## src/sv/sct_pkg.sv

```systemverilog
// ============================================================================
// sct_pkg
// shared codes, result type and character tables for the scan-code translator
// ============================================================================
`default_nettype none

package sct_pkg;

    localparam logic [15:0] EV_KEY = 16'd1;

    localparam logic [15:0] CODE_SHIFT  = 16'd42;
    localparam logic [15:0] CODE_CTRL   = 16'd29;
    localparam logic [15:0] CODE_CTRL2  = 16'd97;
    localparam logic [15:0] CODE_WIN    = 16'd125;
    localparam logic [15:0] CODE_ALT    = 16'd56;
    localparam logic [15:0] CODE_ALTGR  = 16'd100;
    localparam logic [15:0] CODE_CAPS   = 16'd58;
    localparam logic [15:0] CODE_UP     = 16'd103;
    localparam logic [15:0] CODE_DOWN   = 16'd108;
    localparam logic [15:0] CODE_RIGHT  = 16'd106;
    localparam logic [15:0] CODE_LEFT   = 16'd105;
    localparam logic [15:0] TABLE_LEN   = 16'd58;

    localparam logic [6:0] KEY_UP    = 7'd11;
    localparam logic [6:0] KEY_DOWN  = 7'd10;
    localparam logic [6:0] KEY_RIGHT = 7'd21;
    localparam logic [6:0] KEY_LEFT  = 7'd8;

    localparam logic [6:0] FLG_SHIFT = 7'h01;
    localparam logic [6:0] FLG_CTRL  = 7'h02;
    localparam logic [6:0] FLG_CTRL2 = 7'h04;
    localparam logic [6:0] FLG_WIN   = 7'h08;
    localparam logic [6:0] FLG_ALT   = 7'h10;
    localparam logic [6:0] FLG_ALTGR = 7'h20;
    localparam logic [6:0] FLG_CAPS  = 7'h40;

    localparam logic [6:0] CASE_BIT  = 7'h20;

    localparam logic [1:0] MODE_NONE = 2'd0;
    localparam logic [1:0] MODE_DOWN = 2'd1;
    localparam logic [1:0] MODE_UP   = 2'd2;

    typedef struct packed {
        logic       emit;
        logic [1:0] mode;
        logic [6:0] key;
        logic [6:0] mods;
    } sct_result_t;

    function automatic logic [6:0] plain_char(input logic [5:0] idx);
        logic [6:0] c;
        case (idx)
            6'd1:  c = 7'h1B;
            6'd2:  c = 7'h31;
            6'd3:  c = 7'h32;
            6'd4:  c = 7'h33;
            6'd5:  c = 7'h34;
            6'd6:  c = 7'h35;
            6'd7:  c = 7'h36;
            6'd8:  c = 7'h37;
            6'd9:  c = 7'h38;
            6'd10: c = 7'h39;
            6'd11: c = 7'h30;
            6'd12: c = 7'h2D;
            6'd13: c = 7'h3D;
            6'd14: c = 7'h7F;
            6'd15: c = 7'h09;
            6'd16: c = 7'h51;
            6'd17: c = 7'h57;
            6'd18: c = 7'h45;
            6'd19: c = 7'h52;
            6'd20: c = 7'h54;
            6'd21: c = 7'h59;
            6'd22: c = 7'h55;
            6'd23: c = 7'h49;
            6'd24: c = 7'h4F;
            6'd25: c = 7'h50;
            6'd26: c = 7'h5B;
            6'd27: c = 7'h5D;
            6'd28: c = 7'h0D;
            6'd30: c = 7'h41;
            6'd31: c = 7'h53;
            6'd32: c = 7'h44;
            6'd33: c = 7'h46;
            6'd34: c = 7'h47;
            6'd35: c = 7'h48;
            6'd36: c = 7'h4A;
            6'd37: c = 7'h4B;
            6'd38: c = 7'h4C;
            6'd39: c = 7'h3B;
            6'd40: c = 7'h27;
            6'd41: c = 7'h60;
            6'd43: c = 7'h23;
            6'd44: c = 7'h5A;
            6'd45: c = 7'h58;
            6'd46: c = 7'h43;
            6'd47: c = 7'h56;
            6'd48: c = 7'h42;
            6'd49: c = 7'h4E;
            6'd50: c = 7'h4D;
            6'd51: c = 7'h2C;
            6'd52: c = 7'h2E;
            6'd53: c = 7'h2F;
            6'd57: c = 7'h20;
            default: c = 7'h00;
        endcase
        return c;
    endfunction

    // shifted layout differs from the plain one only on digit and symbol keys
    function automatic logic [6:0] shift_char(input logic [5:0] idx);
        logic [6:0] c;
        case (idx)
            6'd2:  c = 7'h21;
            6'd3:  c = 7'h22;
            6'd4:  c = 7'h23;
            6'd5:  c = 7'h24;
            6'd6:  c = 7'h25;
            6'd7:  c = 7'h5E;
            6'd8:  c = 7'h26;
            6'd9:  c = 7'h2A;
            6'd10: c = 7'h28;
            6'd11: c = 7'h29;
            6'd12: c = 7'h5F;
            6'd13: c = 7'h2B;
            6'd26: c = 7'h7B;
            6'd27: c = 7'h7D;
            6'd39: c = 7'h3A;
            6'd40: c = 7'h40;
            6'd41: c = 7'h7E;
            6'd43: c = 7'h7E;
            6'd51: c = 7'h3C;
            6'd52: c = 7'h3E;
            6'd53: c = 7'h3F;
            default: c = plain_char(idx);
        endcase
        return c;
    endfunction

endpackage

`default_nettype wire

```

## src/sv/sct_decode.sv

```systemverilog
// ============================================================================
// sct_decode
// translates one key event against the held modifier flags and last key
// ============================================================================
`default_nettype none

module sct_decode
    import sct_pkg::*;
(
    input  wire logic [15:0] event_type,
    input  wire logic [15:0] key_code,
    input  wire logic [7:0]  key_value,
    input  wire logic [6:0]  mods,
    input  wire logic [6:0]  last_key,
    output sct_result_t      result
);

    logic       act;
    logic       press;
    logic [1:0] mode;
    logic [6:0] mask;
    logic [6:0] chr;

    assign act   = (event_type == EV_KEY) && (key_value[7:1] == 7'd0);
    assign press = key_value[0];
    assign mode  = press ? MODE_DOWN : MODE_UP;

    always_comb
    begin
        unique case (key_code)
            CODE_SHIFT: mask = FLG_SHIFT;
            CODE_CTRL:  mask = FLG_CTRL;
            CODE_CTRL2: mask = FLG_CTRL2;
            CODE_WIN:   mask = FLG_WIN;
            CODE_ALT:   mask = FLG_ALT;
            CODE_ALTGR: mask = FLG_ALTGR;
            default:    mask = 7'h00;
        endcase
    end

    always_comb
    begin
        chr = ((mods & FLG_SHIFT) != 7'h00) ? shift_char(key_code[5:0])
                                            : plain_char(key_code[5:0]);
        // letter case follows shift or caps
        if (chr >= 7'h41 && chr <= 7'h5A)
        begin
            if ((mods & (FLG_SHIFT | FLG_CAPS)) != 7'h00)
                chr = chr & ~CASE_BIT;
            else
                chr = chr | CASE_BIT;
        end
    end

    always_comb
    begin
        result.emit = 1'b0;
        result.mode = mode;
        result.key  = last_key;
        result.mods = mods;
        if (act)
        begin
            if (mask != 7'h00)
            begin
                result.emit = 1'b1;
                result.mode = MODE_NONE;
                result.mods = press ? (mods | mask) : (mods & ~mask);
            end
            else if (key_code == CODE_CAPS)
            begin
                if (press)
                    result.mods = mods ^ FLG_CAPS;
            end
            else if (key_code < TABLE_LEN)
            begin
                result.emit = 1'b1;
                result.key  = chr;
            end
            else
            begin
                unique case (key_code)
                    CODE_UP:
                    begin
                        result.emit = 1'b1;
                        result.key  = KEY_UP;
                    end
                    CODE_DOWN:
                    begin
                        result.emit = 1'b1;
                        result.key  = KEY_DOWN;
                    end
                    CODE_RIGHT:
                    begin
                        result.emit = 1'b1;
                        result.key  = KEY_RIGHT;
                    end
                    CODE_LEFT:
                    begin
                        result.emit = 1'b1;
                        result.key  = KEY_LEFT;
                    end
                    default:
                    begin
                        result.emit = 1'b0;
                    end
                endcase
            end
        end
    end

endmodule

`default_nettype wire

```

## src/sv/scancode_to_ascii_translator.sv

```systemverilog
// ============================================================================
// scancode_to_ascii_translator
// keyboard event to ascii key translator with modifier tracking
// ============================================================================
// a request is held in the input reg, then its result in the result reg
// throughput: one request per cycle unless stalled; combinational decode/lookup
// requests that give no result leave no output; caps lock still toggles its flag
// reset: async active low, clears valids, modifier flags and last key
`default_nettype none

module scancode_to_ascii_translator
    import sct_pkg::*;
(
    input  wire logic        clk,
    input  wire logic        rst_n,
    input  wire logic        in_valid,
    output logic             in_ready,
    input  wire logic [15:0] event_type,
    input  wire logic [15:0] key_code,
    input  wire logic [7:0]  key_value,
    output logic             out_valid,
    input  wire logic        out_ready,
    output logic [6:0]       ascii_key,
    output logic [1:0]       key_mode,
    output logic [6:0]       modifier_flags
);

    logic        s1_valid_reg;
    logic [15:0] s1_type_reg;
    logic [15:0] s1_code_reg;
    logic [7:0]  s1_value_reg;

    logic [6:0]  mods_reg;
    logic [6:0]  last_key_reg;

    logic        out_valid_reg;
    logic        out_valid_next;
    logic [6:0]  out_key_reg;
    logic [1:0]  out_mode_reg;
    logic [6:0]  out_mods_reg;

    logic        s1_advance;
    logic        s1_fire;
    sct_result_t result;

    assign s1_advance = !out_valid_reg || out_ready;
    assign s1_fire    = s1_valid_reg && s1_advance;
    assign in_ready   = !s1_valid_reg || s1_advance;

    sct_decode u_decode (
        .event_type (s1_type_reg),
        .key_code   (s1_code_reg),
        .key_value  (s1_value_reg),
        .mods       (mods_reg),
        .last_key   (last_key_reg),
        .result     (result)
    );

    always_comb
    begin
        out_valid_next = out_valid_reg && !out_ready;
        if (s1_fire && result.emit)
            out_valid_next = 1'b1;
    end

    always_ff @(posedge clk or negedge rst_n)
    begin
        if (!rst_n)
        begin
            s1_valid_reg  <= 1'b0;
            out_valid_reg <= 1'b0;
            mods_reg      <= 7'h00;
            last_key_reg  <= 7'h00;
        end
        else
        begin
            if (in_ready)
                s1_valid_reg <= in_valid;
            out_valid_reg <= out_valid_next;
            if (s1_fire)
            begin
                mods_reg     <= result.mods;
                last_key_reg <= result.key;
            end
        end
    end

    always_ff @(posedge clk)
    begin
        if (in_valid && in_ready)
        begin
            s1_type_reg  <= event_type;
            s1_code_reg  <= key_code;
            s1_value_reg <= key_value;
        end
        if (s1_fire && result.emit)
        begin
            out_key_reg  <= result.key;
            out_mode_reg <= result.mode;
            out_mods_reg <= result.mods;
        end
    end

    assign out_valid      = out_valid_reg;
    assign ascii_key      = out_key_reg;
    assign key_mode       = out_mode_reg;
    assign modifier_flags = out_mods_reg;

endmodule

`default_nettype wire

```

## config.mk

```make
export PLATFORM = sky130hd
export DESIGN_NAME = scancode_to_ascii_translator
export DESIGN_NICKNAME = d
export VERILOG_FILES = /design/src/sv/sct_pkg.sv /design/src/sv/sct_decode.sv /design/src/sv/scancode_to_ascii_translator.sv
export SDC_FILE = /design/constraint.sdc
export NUM_CORES = 1
export LEC_CHECK = 0
export BUFFER_PORTS_ARGS = -buffer_cell sky130_fd_sc_hd__buf_2
export CAP_MARGIN = 15
export CORE_ASPECT_RATIO = 2
export CORE_MARGIN = 2
export CORE_UTILIZATION = 62
export CTS_BUF_LIST = sky130_fd_sc_hd__clkbuf_16
export DETAILED_ROUTE_END_ITERATION = 12
export HOLD_SLACK_MARGIN = 0.06
export PLACE_DENSITY = 0.86
export SYNTH_ARGS = -nofsm -noshare
export SYNTH_HDL_FRONTEND = slang
export SYNTH_SLANG_ARGS = --single-unit
```

## constraint.sdc

```tcl
create_clock -name clk -period 4.24 [get_ports clk]
set_input_delay 0 -clock clk [delete_from_list [all_inputs] [get_ports clk]]
set_output_delay 0 -clock clk [all_outputs]
set_load 0.02 [all_outputs]
```

# Word level (Yosys, flattened, before mapping)
# Memories as Yosys holds them, arrays and structs flattened. A register that Yosys moved wholly into a read port is not among the register bits.
# Cells that the tools add are included.
classes:
  eq_ne: 33
  bitwise: 4
  n_reduce_logical: 16
  order_cmp: 3
  n_mux: 23
op_table:
  columns: ["cell", "count"]
  rows:
  - ["one-hot mux 7 bit (20 select lines)", 1]
  - ["equality test 16 x 7 -> 1 bit (second input constant)", 7]
  - ["2-to-1 mux 7 bit", 8]
  - ["equality test 16 x 6 -> 1 bit (second input constant)", 3]
  - ["equality test 6 bit (second input constant)", 7]
  - ["equality test 6 x 4 -> 1 bit (second input constant)", 6]
  - ["one-hot mux 6 bit (6 select lines)", 1]
  - ["one-hot mux 7 bit (4 select lines)", 1]
  - ["equality test 6 x 3 -> 1 bit (second input constant)", 4]
  - ["2-to-1 mux 6 bit", 4]
  - ["2-to-1 mux 17 bit", 1]
  - ["equality test 16 x 1 -> 1 bit (second input constant)", 1]
  - ["equality test 16 x 5 -> 1 bit (second input constant)", 1]
  - ["less-than comparator 16 x 6 -> 1 bit (second input constant)", 1]
  - ["nonzero test 7 bit", 2]
  - ["equality test 6 x 2 -> 1 bit (second input constant)", 2]
  - ["equality test 6 x 5 -> 1 bit (second input constant)", 2]
  - ["bitwise AND 7 bit", 1]
  - [">= comparator 7 bit (second input constant)", 1]
  - ["less-or-equal comparator 7 bit (second input constant)", 1]
  - ["zero test 7 bit", 1]
  - ["inverter 6 -> 7 bit", 1]
  - ["OR 7 x 6 -> 7 bit", 1]
  - ["logical AND 1 bit", 6]
  - ["other kinds (7)", 15]
totals:
  memories: 2
  register_bits: 72
  rom_bits: 896
memory_table:
  columns: ["memory", "depth", "word_bits", "rd", "rd_clocked_by_memory_dff", "wr", "line", "rtl"]
  rows:
  - ["(name not given)", 64, 7, 1, 1, 0, "sct_pkg.sv:52", "case (idx)"]
  - ["(name not given)", 64, 7, 1, 1, 0, "sct_pkg.sv:52", null]

# Depth between registers and ports, before layout
logic_depth:
  word_depth: 13
  mapped_depth: 12
  ltp_nobuf: 9

# Cells and area by module
# From an unflattened synthesis, not the netlist that was laid out.
hier_totals:
  cells_unflattened: 375
  area_unflattened_um2: 4174.0
modules_own_cells:
  columns: ["module", "area_each_um2", "n_inst", "seq_area_each_um2", "cells_per_inst"]
  rows:
  - ["scancode_to_ascii_translator", 2358.5, 1, 2082.0, 96]
  - ["sct_decode", 1815.5, 1, 0.0, 279]

# Worst setup path after synthesis
# OpenSTA, ideal clock, no wires.
synth_path:
  kind: "reg2reg"
  startpoint: "register out_valid_reg (netlist: out_valid)"
  endpoint: "register (tool-made name)"
  setup_time_ns: 0.125
  synth_period_minus_slack_ns: 2.886
  arrival_time_ns: 2.761
  path_slack_ns: 1.354
  stages_incl_launch_ff: 11
  path_cell_list: "dfrtp_1 > nand3b_4 > and2_1 > buf_2 > a21o_1 > clkinv_1 > ha_1 > nor2_1 > o21ai_0 > a41oi_1 > nand3_1"
synth_rtl:
  columns: ["item", "line", "rtl"]
  rows:
  - ["from (decl)", "scancode_to_ascii_translator.sv:36", "logic out_valid_reg;"]
  - ["from (signal assigned)", "scancode_to_ascii_translator.sv:79", "out_valid_reg <= out_valid_next;"]

# Final worst setup path
layout_path:
  startpoint: "register s1_code_reg[2]"
  endpoint: "register last_key_reg[5]"
layout_via:
  elab_chain_cells: 11
  word_cells_on_any_way: 47
layout_lines:
  columns: ["item", "line", "rtl"]
  rows:
  - ["from (decl)", "scancode_to_ascii_translator.sv:30", "logic [15:0] s1_code_reg;"]
  - ["from (signal assigned)", "scancode_to_ascii_translator.sv:93", "s1_code_reg <= key_code;"]
  - ["equality test 6 bit", "sct_pkg.sv:113", "case (idx)"]
  - ["OR reduction 2 bit (no line)", null, null]
  - ["one-hot mux 7 bit (20 select lines)", "sct_pkg.sv:113", null]
  - ["2-to-1 mux 7 bit", "sct_decode.sv:43", "chr = ((mods & FLG_SHIFT) != 7'h00) ? shift_char(key_code[5:0])"]
  - [">= comparator 7 bit or less-or-equal comparator 7 bit (tied branches)", "sct_decode.sv:46", "if (chr >= 7'h41 && chr <= 7'h5A)"]
  - ["logical AND 1 bit", "sct_decode.sv:46", null]
  - ["2-to-1 mux 6 bit", "sct_decode.sv:46", null]
  - ["2-to-1 mux 7 bit", "sct_decode.sv:74", "else if (key_code < TABLE_LEN)"]
  - ["2-to-1 mux 7 bit", "sct_decode.sv:69", "else if (key_code == CODE_CAPS)"]
  - ["2-to-1 mux 7 bit *", "sct_decode.sv:63", "if (mask != 7'h00)"]
  - ["2-to-1 mux 17 bit *", "sct_decode.sv:61", "if (act)"]
  - ["to (signal assigned)", "scancode_to_ascii_translator.sv:83", "last_key_reg <= result.key;"]
  - ["to (decl)", "scancode_to_ascii_translator.sv:34", "logic [6:0] last_key_reg;"]
# Mark *: on every way between the ends. The rest lies on a longest branch, timed or not.
# A chain may end at the register's enable or synchronous reset.

==> impl_metrics.py <==
metrics = {
    "die": {
        "die_y_um": 125.3,
        "die_area_um2": 8099,
        "pin_count": 62,
        "die_w_um": 64.65,
        "start_util": 0.6324,
        "fp.coreArea_um2": 7212,
        "rows": 44,
    },
    "logic_synthesis": {
        "ys_seq_area_frac": 0.4872,
        "syn-cell-area_um2": 4561,
        "synth_most_common_cell": "edfxtp_1",
        "synth-simple-area-share": 0.1890,
        "avgSynthCellArea_um2": 10.00,
        "synth_compound_area_frac": 0.2016,
        "ys_ff_latch": 79,
        "async_flop_share": 0.2025,
        "synth.area.mux_share": 0.05460,
        "synth_top_flop_cell": "edfxtp_1",
        "synth_top_cell_by_area": "edfxtp_1",
        "synth_fa_ha_area_frac": 0.01372,
        "ys_types": 78,
        "syn_nets": 505,
        "synth-xor-area-share": 0.01701,
        "yosysWarnings": 0,
        "synth_top_family_by_area": "compound AO/OA/AOI/OAI gates",
        "synth_top_area_frac": 0.3687,
        "synth_edf_count": 56,
        "syn_inst": 456,
        "yosys-top-cells-count": "56 x edfxtp_1, 54 x nand2_1, 41 x nor2_1",
        "synth.area.top_cells": "edfxtp_1 37%, dfrtp_1 8.8%, nand2_1 4.4%, a21oi_1 3.4%, nor2_1 3.4%",
    },
    "power": {
        "p_total_uw": 1988,
        "ir_drop_mv": 0.4404,
        "p_leak_uw": 0.002258,
        "p_per_area_nw_per_um2": 354.1,
    },
    "sta": {
        "min_period_over_period": 0.7596,
        "tightest_slew_ns": 0.8655,
        "fmax_mhz": 310.5,
        "fin_skew_ns": 0.01488,
        "report.final.slew_viol_count": 0,
        "fin_tns_setup_ns": 0,
        "slew-limit-headroom": 0.4230,
        "period_needed_ns": 3.221,
        "setup_violations": 0,
        "rsz0062_at_grt": "false",
        "finalHoldViolations": 0,
    },
    "run_status": {
        "status": "completed",
    },
    "routing": {
        "drt_wl_total_um": 13290,
        "first_pass_iters": 6,
        "final_antenna_net_count": 0,
        "wire_per_inst_um": 20.54,
        "viasPerCell": 6.614,
        "drc_errors": 0,
        "vias": 4279,
        "first_iter_violations": 618,
    },
    "placed_design": {
        "place_hpwl_um": 8561,
        "dpl-instance-area_um2": 4883,
        "io_buffers": 61,
        "place.gp.congestion": 0.9914,
    },
    "cts": {
        "cts_tree": "built",
        "clockRootBuffer": "clkbuf_16",
        "htree_levels": 3,
        "clock_path_buffers": 2,
        "clkTransAtPathRegs_ns": 0.07,
        "clkSinkCount": 79,
        "cts-buffers-inserted": 9,
        "clk_latency_ns": 0.35,
        "postCtsSetupBuffers": 0,
    },
    "job": {
        "maxCapViolCount": 0,
    },
    "critical_path": {
        "worstReg2RegEnd": "last_key_reg[5]",
        "worstReg2RegStart": "s1_code_reg[2]",
        "cp_max_fo": 23,
        "r2r_slack_ns": 1.02,
        "worst_r2r_path_depth": 7,
        "crit_path_end_kind": "register",
        "worstPathArrival_ns": 3.49,
        "critPathKind": "register to register",
        "required_ns": 4.51,
        "startpoint_type": "register",
    },
    "global_routing": {
        "overflow": 0,
        "grt_max_degree": 42,
        "grt_usage": 0.3415,
        "antenna_found_initial": 0,
        "grt_first_pass_wirelength_um": 20760,
        "grt_pass1_vias": 4160,
    },
    "final_layout": {
        "nNetsFinal": 599,
        "stdcell_area_um2": 5614,
        "syn_to_final_growth_pct": 23.10,
        "num_antenna_cells": 0,
        "drive_above_1_share": 0.1892,
    },
    "worst_hold_path": {
        "hold_path_class": "input pin to asynchronous set/reset pin",
    },
}
-- per-stage QoR --
| step | utilization | cells | worst slack (ns) | hold slack, ns |
|---|---|---|---|---|
| 4_1_cts | 0.7785 | 647 | 1.079 | 0.1201 |
| 3_3_place_gp | 0.6771 | 587 | 1.203 | -0.05643 |
| 5_1_grt | 0.7785 | 647 | 0.7789 | 0.1701 |
| 6_report | 0.7785 | 647 | 1.019 | 0.1127 |
| 3_5_place_dp | 0.6771 | 587 | 1.086 | -0.04601 |
| 2_1_floorplan | - | 456 | 1.354 | -0.2956 |
-- final cells by class --
| class | count | area [um2] |
|---|---|---|
| inverter | 11 | 41.29 |
| multi-input combinational | 341 | 2177 |
| clock inverter | 7 | 65.06 |
| fill | 455 | 1598 |
| clock buffer | 9 | 225.2 |
| sequential | 79 | 2222 |
| tap | 92 | 115.1 |
| timing repair buffer | 108 | 768.2 |
-- worst max-delay path: stages (launching register included) --
cell,delay [ns]
edfxtp_1,0.92
nor2b_1,0.36
nand3_1,0.21
o311ai_1,0.13
o31ai_2,0.78
nor2_1,0.14
o41ai_2,0.40
a22o_1,0.21
-- how the worst max path moves through the flow --
| stage | from | end | slack, ns | cells past startpoint |
|---|---|---|---|---|
| final | s1_code_reg[2] | last_key_reg[5] | 1.02 | 7 |
| after global routing | s1_code_reg[2] | last_key_reg[5] | 0.78 | 7 |
| after CTS | s1_code_reg[2] | last_key_reg[5] | 1.08 | 7 |
| after detailed placement | s1_code_reg[2] | last_key_reg[5] | 1.09 | 7 |
| after global placement | s1_code_reg[2] | ascii_key[5] | 1.20 | 7 |
| after floorplan | out_valid | register | 1.35 | 10 |
-- logic make-up (layout without fill, tap and decap cells) --
group / count (synthesis) / in the layout
muxes: 22 / 22
and+or+nand+nor: 173 / 173
buffers and inverters: 36 / 135
adders and majority gates: 5 / 5
xor gates and xnor gates: 8 / 8
AOI/OAI and AO/OA: 133 / 133
DFF: 79 / 79
-- placed cells by master, fill, tap and decap left out, types with 4 or more instances in the layout --
cell type	Yosys	final
a21o_1	4	4
a21oi_1	31	31
and2_1	6	5
buf_2	11	61
clkbuf_16	0	9
dfrtp_1	16	16
dfxtp_1	7	7
dlygate4sd3_1	0	44
edfxtp_1	56	56
ha_1	5	5
inv_1	9	9
mux2_1	4	4
mux2_2	9	9
mux2i_1	8	8
nand2_1	54	54
nand2b_1	10	10
nand3_1	11	11
nand4_1	5	5
nor2_1	41	41
nor2b_1	8	8
nor3_1	15	15
nor4_1	6	6
o211ai_1	6	6
o21ai_0	20	20
o21ai_1	11	11
o22ai_1	8	8
o311ai_0	4	4
o31ai_1	6	6
xnor2_1	4	4
-- layer usage --
metal,global-route usage,wire [um]
met5,0,0
met4,0.2416,998
met3,0.05935,897
met2,0.6054,7039
met1,0.3504,4353
-- what timing repair did --
item,CTS,global route
gates resized for setup,0,0
endpoints found under the hold margin,58,0
hold buffers,44,0
-- where the power goes --
part	internal (uW)	switching (uW)	leakage (uW)	total (uW)
sequential	875	47.4	0.000853	923
clock	409	341	0.000144	749
combinational	130	186	0.00126	316
total	1410	574	0.00226	1990
Power figures use the tool's default switching activity.
